**src/rtl/biquad_iir_filter_defines.svh**
```systemverilog
// Assertion macros shared by the biquad RTL.
`ifndef BIQUAD_IIR_FILTER_DEFINES_SVH
`define BIQUAD_IIR_FILTER_DEFINES_SVH

// same-cycle implication, sampled on clock
`define BIQ_ASSERT_IMP(label, rst, ante, cons) \
   label: assert property (@(posedge clock) disable iff (rst) (ante) |-> (cons)) \
      else $error("biquad assertion failed");

// next-cycle implication, sampled on clock
`define BIQ_ASSERT_NXT(label, rst, ante, cons) \
   label: assert property (@(posedge clock) disable iff (rst) (ante) |=> (cons)) \
      else $error("biquad assertion failed");

`endif

```
**src/rtl/biq_pkg.sv**
```systemverilog
package biq_pkg;

   localparam int CHANNELS_DEF    = 8;
   localparam int SAMPLE_BITS_DEF = 24;
   localparam int GAIN_BITS       = 24;
   localparam int GAIN_FRAC       = 20;
   localparam int CHAN_BITS       = 3;
   localparam int CSR_INDEX_BITS  = 3;

   typedef logic signed [GAIN_BITS-1:0] gain_type;

   localparam gain_type FF_GAIN_0_RESET = gain_type'(1 << GAIN_FRAC);

   typedef enum logic [CSR_INDEX_BITS-1:0] {
      CSR_FF_GAIN_0,
      CSR_FF_GAIN_1,
      CSR_FF_GAIN_2,
      CSR_FB_GAIN_1,
      CSR_FB_GAIN_2
   } csr_index_type;

   typedef struct packed {
      gain_type ff0;
      gain_type ff1;
      gain_type ff2;
      gain_type fb1;
      gain_type fb2;
   } gains_type;

   typedef struct packed {
      logic update;
      logic clear;
   } hist_ctl_type;

endpackage

```
**src/rtl/biq_hist.sv**
```systemverilog
module biq_hist
   import biq_pkg::*;
#(
   parameter int CHANNELS    = CHANNELS_DEF,
   parameter int SAMPLE_BITS = SAMPLE_BITS_DEF,
   parameter int IDX_W       = 1
) (
   input  logic                   clock,
   input  logic                   reset,
   input  hist_ctl_type           ctl,
   input  logic [IDX_W-1:0]       rd_idx,
   input  logic [SAMPLE_BITS-1:0] x_new,
   input  logic [SAMPLE_BITS-1:0] y_new,
   output logic [SAMPLE_BITS-1:0] x1,
   output logic [SAMPLE_BITS-1:0] x2,
   output logic [SAMPLE_BITS-1:0] y1,
   output logic [SAMPLE_BITS-1:0] y2
);

`include "biquad_iir_filter_defines.svh"

   logic [SAMPLE_BITS-1:0] x1_ff [CHANNELS];
   logic [SAMPLE_BITS-1:0] x2_ff [CHANNELS];
   logic [SAMPLE_BITS-1:0] y1_ff [CHANNELS];
   logic [SAMPLE_BITS-1:0] y2_ff [CHANNELS];

   assign x1 = x1_ff[rd_idx];
   assign x2 = x2_ff[rd_idx];
   assign y1 = y1_ff[rd_idx];
   assign y2 = y2_ff[rd_idx];

   always_ff @(posedge clock) begin
      if (reset || ctl.clear) begin
         for (int c = 0; c < CHANNELS; c++) begin
            x1_ff[c] <= '0;
            x2_ff[c] <= '0;
            y1_ff[c] <= '0;
            y2_ff[c] <= '0;
         end
      end else if (ctl.update) begin
         x2_ff[rd_idx] <= x1_ff[rd_idx];
         x1_ff[rd_idx] <= x_new;
         y2_ff[rd_idx] <= y1_ff[rd_idx];
         y1_ff[rd_idx] <= y_new;
      end
   end

   `BIQ_ASSERT_NXT(a_hist_shift, reset, ctl.update && !ctl.clear, y2_ff[$past(rd_idx)] == $past(y1_ff[rd_idx]) && y1_ff[$past(rd_idx)] == $past(y_new))
   `BIQ_ASSERT_NXT(a_hist_clear, reset, ctl.clear, y1_ff[0] == '0 && x1_ff[0] == '0 && y2_ff[0] == '0)

endmodule

```
**config.mk**
```make
export PLATFORM = sky130hd
export DESIGN_NAME = biq_hist
export DESIGN_NICKNAME = d
export VERILOG_FILES = /design/src/rtl/biq_pkg.sv /design/src/rtl/biq_hist.sv
export VERILOG_INCLUDE_DIRS = /design/src /design/src/rtl
export SDC_FILE = /design/constraint.sdc
export NUM_CORES = 1
export LEC_CHECK = 0
export ABC_AREA = 0
export CAP_MARGIN = 20
export CORE_UTILIZATION = 63
export DETAILED_ROUTE_END_ITERATION = 8
export DONT_BUFFER_PORTS = 1
export GPL_TIMING_DRIVEN = 0
export PLACE_DENSITY_LB_ADDON = 0.2
export SLEW_MARGIN = 20
export SYNTH_ARGS = -nofsm -noshare
export SYNTH_HDL_FRONTEND = slang
export SYNTH_SLANG_ARGS = --single-unit
```
**constraint.sdc**
```tcl
create_clock -name clock -period 10.31 [get_ports clock]
set_input_delay 0.5155 -clock clock [delete_from_list [all_inputs] [get_ports clock]]
set_output_delay 0.5155 -clock clock [all_outputs]
set_load 0.005 [all_outputs]
```
==> impl_metrics.env <==
export IMPL_core_area_um2=12800
export IMPL_max_freq_mhz=432
export IMPL_drive_gt1_share_pct=20.8
export IMPL_cp_num_buf_inv=6
export IMPL_period_needed_ns=2.31
export IMPL_hpwl_um=11300
export IMPL_cp_cell_sequence="buf_2, buf_2, buf_2, o21ai_4, buf_16, buf_16, buf_16"
export IMPL_grt_use_total_pct=25.5
export IMPL_ys_ff_latch=192
export IMPL_finalWorstSetupSlack_ns=8.00
export IMPL_ir_worst_vdd_uv=107
export IMPL_vias=4788
export IMPL_synth_nets=685
export IMPL_cts_setup_buffers=0
export IMPL_holdPathStages=1
export IMPL_setup_viol_count_final=0
export IMPL_critPathLaunchType="input port"
export IMPL_finalCritPeriodShare_pct=22.4
export IMPL_hp_start="x_new[19]"
export IMPL_drtIter0Drc=366
export IMPL_rsz0062_at_grt="no"
export IMPL_drv_cap=0
export IMPL_cts_tree="done"
export IMPL_slowest_delay_ns=0.69
export IMPL_num_fill_cells=793
export IMPL_die_height_um=117
export IMPL_via_per_inst=5.70
export IMPL_antenna_left=0
export IMPL_slew_viol_final=0
export IMPL_dp_slack_ns=7.52
export IMPL_ys_warn_count=0
export IMPL_area_growth_pct=11.6
export IMPL_placed_cells=809
export IMPL_synthCells=632
export IMPL_final_cell_count_no_fill=840
export IMPL_grt_pass1_wl_um=24800
export IMPL_dieArea_um2=13700
export IMPL_clk_pin_slew_ns=0.07
export IMPL_cp_top_family="buffers and inverters"
export IMPL_r2r_start="y1_ff[0][8]$_SDFFCE_PN0P_"
export IMPL_cpMaxStageDelayCell="o21ai_4"
export IMPL_critPathMaxFanout=22
export IMPL_finClkSkew_ns=0.00744
export IMPL_slew_headroom_pct=44.2
export IMPL_powerDensity_nw_per_um2=182
export IMPL_diodes=0
export IMPL_cts_sinks=192
export IMPL_syn_avg_cell_area_um2=13.2
export IMPL_hold_end="x1_ff[0][19]$_SDFFCE_PN0P_"
export IMPL_report_final_hold_viol_count=0
export IMPL_h_tree_depth=4
export IMPL_cp_arrival_ns=2.45
export IMPL_cts_made_buffers=17
export IMPL_wl_per_cell_um=20.0
export IMPL_whs_ns=0.307
export IMPL_leakagePower_uw=0.00399
export IMPL_gp_routability_congestion=0.785
export IMPL_outcome="finished clean"
export IMPL_cp_required_ns=10.45
export IMPL_rr_worst_depth=2
export IMPL_utilization_pct=73.1
export IMPL_overflow=0
export IMPL_r2r_setup_slack_ns=9.47
export IMPL_ios=149
export IMPL_insertion_delay_ns=0.43
export IMPL_crit_type="input port to flip-flop"
export IMPL_netlist_area_um2=8360
export IMPL_end_kind="flip-flop"
export IMPL_worstHoldPathType="input port to flip-flop"
export IMPL_clk_path_buf_depth=2
export IMPL_ctsResizeCount=0
export IMPL_ctsHoldBuffers=0
export IMPL_layout_nets=709
export IMPL_wirelength_um=16800
export IMPL_chipWidth_um=117
export IMPL_antenna_found_initial=0
export IMPL_cts_root_buffer="clkbuf_16"
export IMPL_drc=0
export IMPL_start_util_pct=65.5
export IMPL_ys_types=17
export IMPL_dr_pass1_iters=6
export IMPL_tightest_slew_ns=0.834
export IMPL_grt_max_degree=52
export IMPL_yosysSeqAreaShare_pct=68.9
export IMPL_reg2reg_to="y2_ff[0][8]$_SDFFCE_PN0P_"
export IMPL_rows=41
export IMPL_grt_pass1_vias=4631
export IMPL_port_buffers=0
## kinds of logic (layout without fill, tap and decap cells)
logic type | after synthesis | count (layout) | synth area share [%]
buffers and inverters | 48 | 84 | 2.90
DFF | 192 | 192 | 68.9
and+or+nand+nor | 343 | 343 | 21.6
muxes | 48 | 48 | 6.46
AOI/OAI and AO/OA | 1 | 1 | 0.0598
## area by class of cell
cell class / instances / area, µm² / share of cell area [%]
buffer: 47 / 239 / 2.56
clock buffer: 20 / 437 / 4.68
clock inverter: 11 / 165 / 1.77
inverter: 1 / 3.75 / 0.0402
multi-input combinational: 392 / 2370 / 25.4
sequential: 192 / 5770 / 61.7
tap: 172 / 215 / 2.30
timing repair buffer: 5 / 138 / 1.47
## power breakdown
| group | internal (µW) | leakage, µW | switching [µW] |
|---|---|---|---|
| Combinational | 37.2 | 0.00154 | 75.8 |
| Sequential | 902 | 0.00217 | 11.4 |
| Clock | 403 | 0.000285 | 266 |
| Total | 1340 | 0.00399 | 353 |
## layer usage
metal / global-route usage [%] / vias to the layer above / wire length (µm)
li1: - / 2265 / -
met3: 8.19 / 22 / 1440
met4: 10.5 / 0 / 357
met5: 0 / - / 0
met1: 31.0 / 2339 / 6500
met2: 42.4 / 162 / 8480
## Yosys cell counts (all sizes together)
cell | count | share of area [%]
nand2 | 98 | 4.4
o21ai | 1 | 0.060
edfxtp | 192 | 69
and3 | 96 | 7.2
clkbuf | 30 | 1.4
inv | 1 | 0.045
buf | 17 | 1.5
mux2 | 48 | 6.5
nor2 | 98 | 6.2
or3b | 1 | 0.10
nand2b | 48 | 3.6
and2b | 2 | 0.18
## registers in the layout, summed over array words and instances, names as in the netlist
| register | flops |
|---|---|
| y2_ff | 48 |
| x2_ff | 48 |
| x1_ff | 48 |
| y1_ff | 48 |
## cell usage in the layout, fill, tap and decap left out, types with 2 or more instances in the layout
cell type,count
nand2_1,97
nor2_2,30
nor2_1,58
buf_16,5
edfxtp_1,192
clkinv_4,2
buf_2,12
mux2_2,48
nor2_4,10
buf_6,4
clkinvlp_4,2
clkbuf_16,17
clkbuf_1,32
clkinv_1,2
and3_1,96
bufinv_16,4
and2b_1,2
nand2b_1,48
## worst max-delay path by stage
stage | start | to | slack [ns] | cells past startpoint
floorplan | rd_idx | x1_ff[0][0]$_SDFFCE_PN0P_ | 1.91 | 4
finish | rd_idx | x2_ff[0][16]$_SDFFCE_PN0P_ | 8.00 | 7
global placement | rd_idx | x2_ff[0][17]$_SDFFCE_PN0P_ | -1.57 | 4
global route | rd_idx | x2_ff[0][16]$_SDFFCE_PN0P_ | 7.89 | 7
CTS | rd_idx | x2_ff[0][16]$_SDFFCE_PN0P_ | 7.97 | 7
detailed placement | rd_idx | x1_ff[0][17]$_SDFFCE_PN0P_ | 7.52 | 7
## per-stage QoR
stage	total power (µW)	cell area, µm²	TNS, ns
4_1_cts	1700	9340	0
6_report	1700	9340	0
3_5_place_dp	1040	8740	0
3_3_place_gp	1040	8580	-150.45
5_1_grt	1740	9340	0
2_1_floorplan	1010	8360	0
No activity file was read; power rests on OpenSTA's default activity.
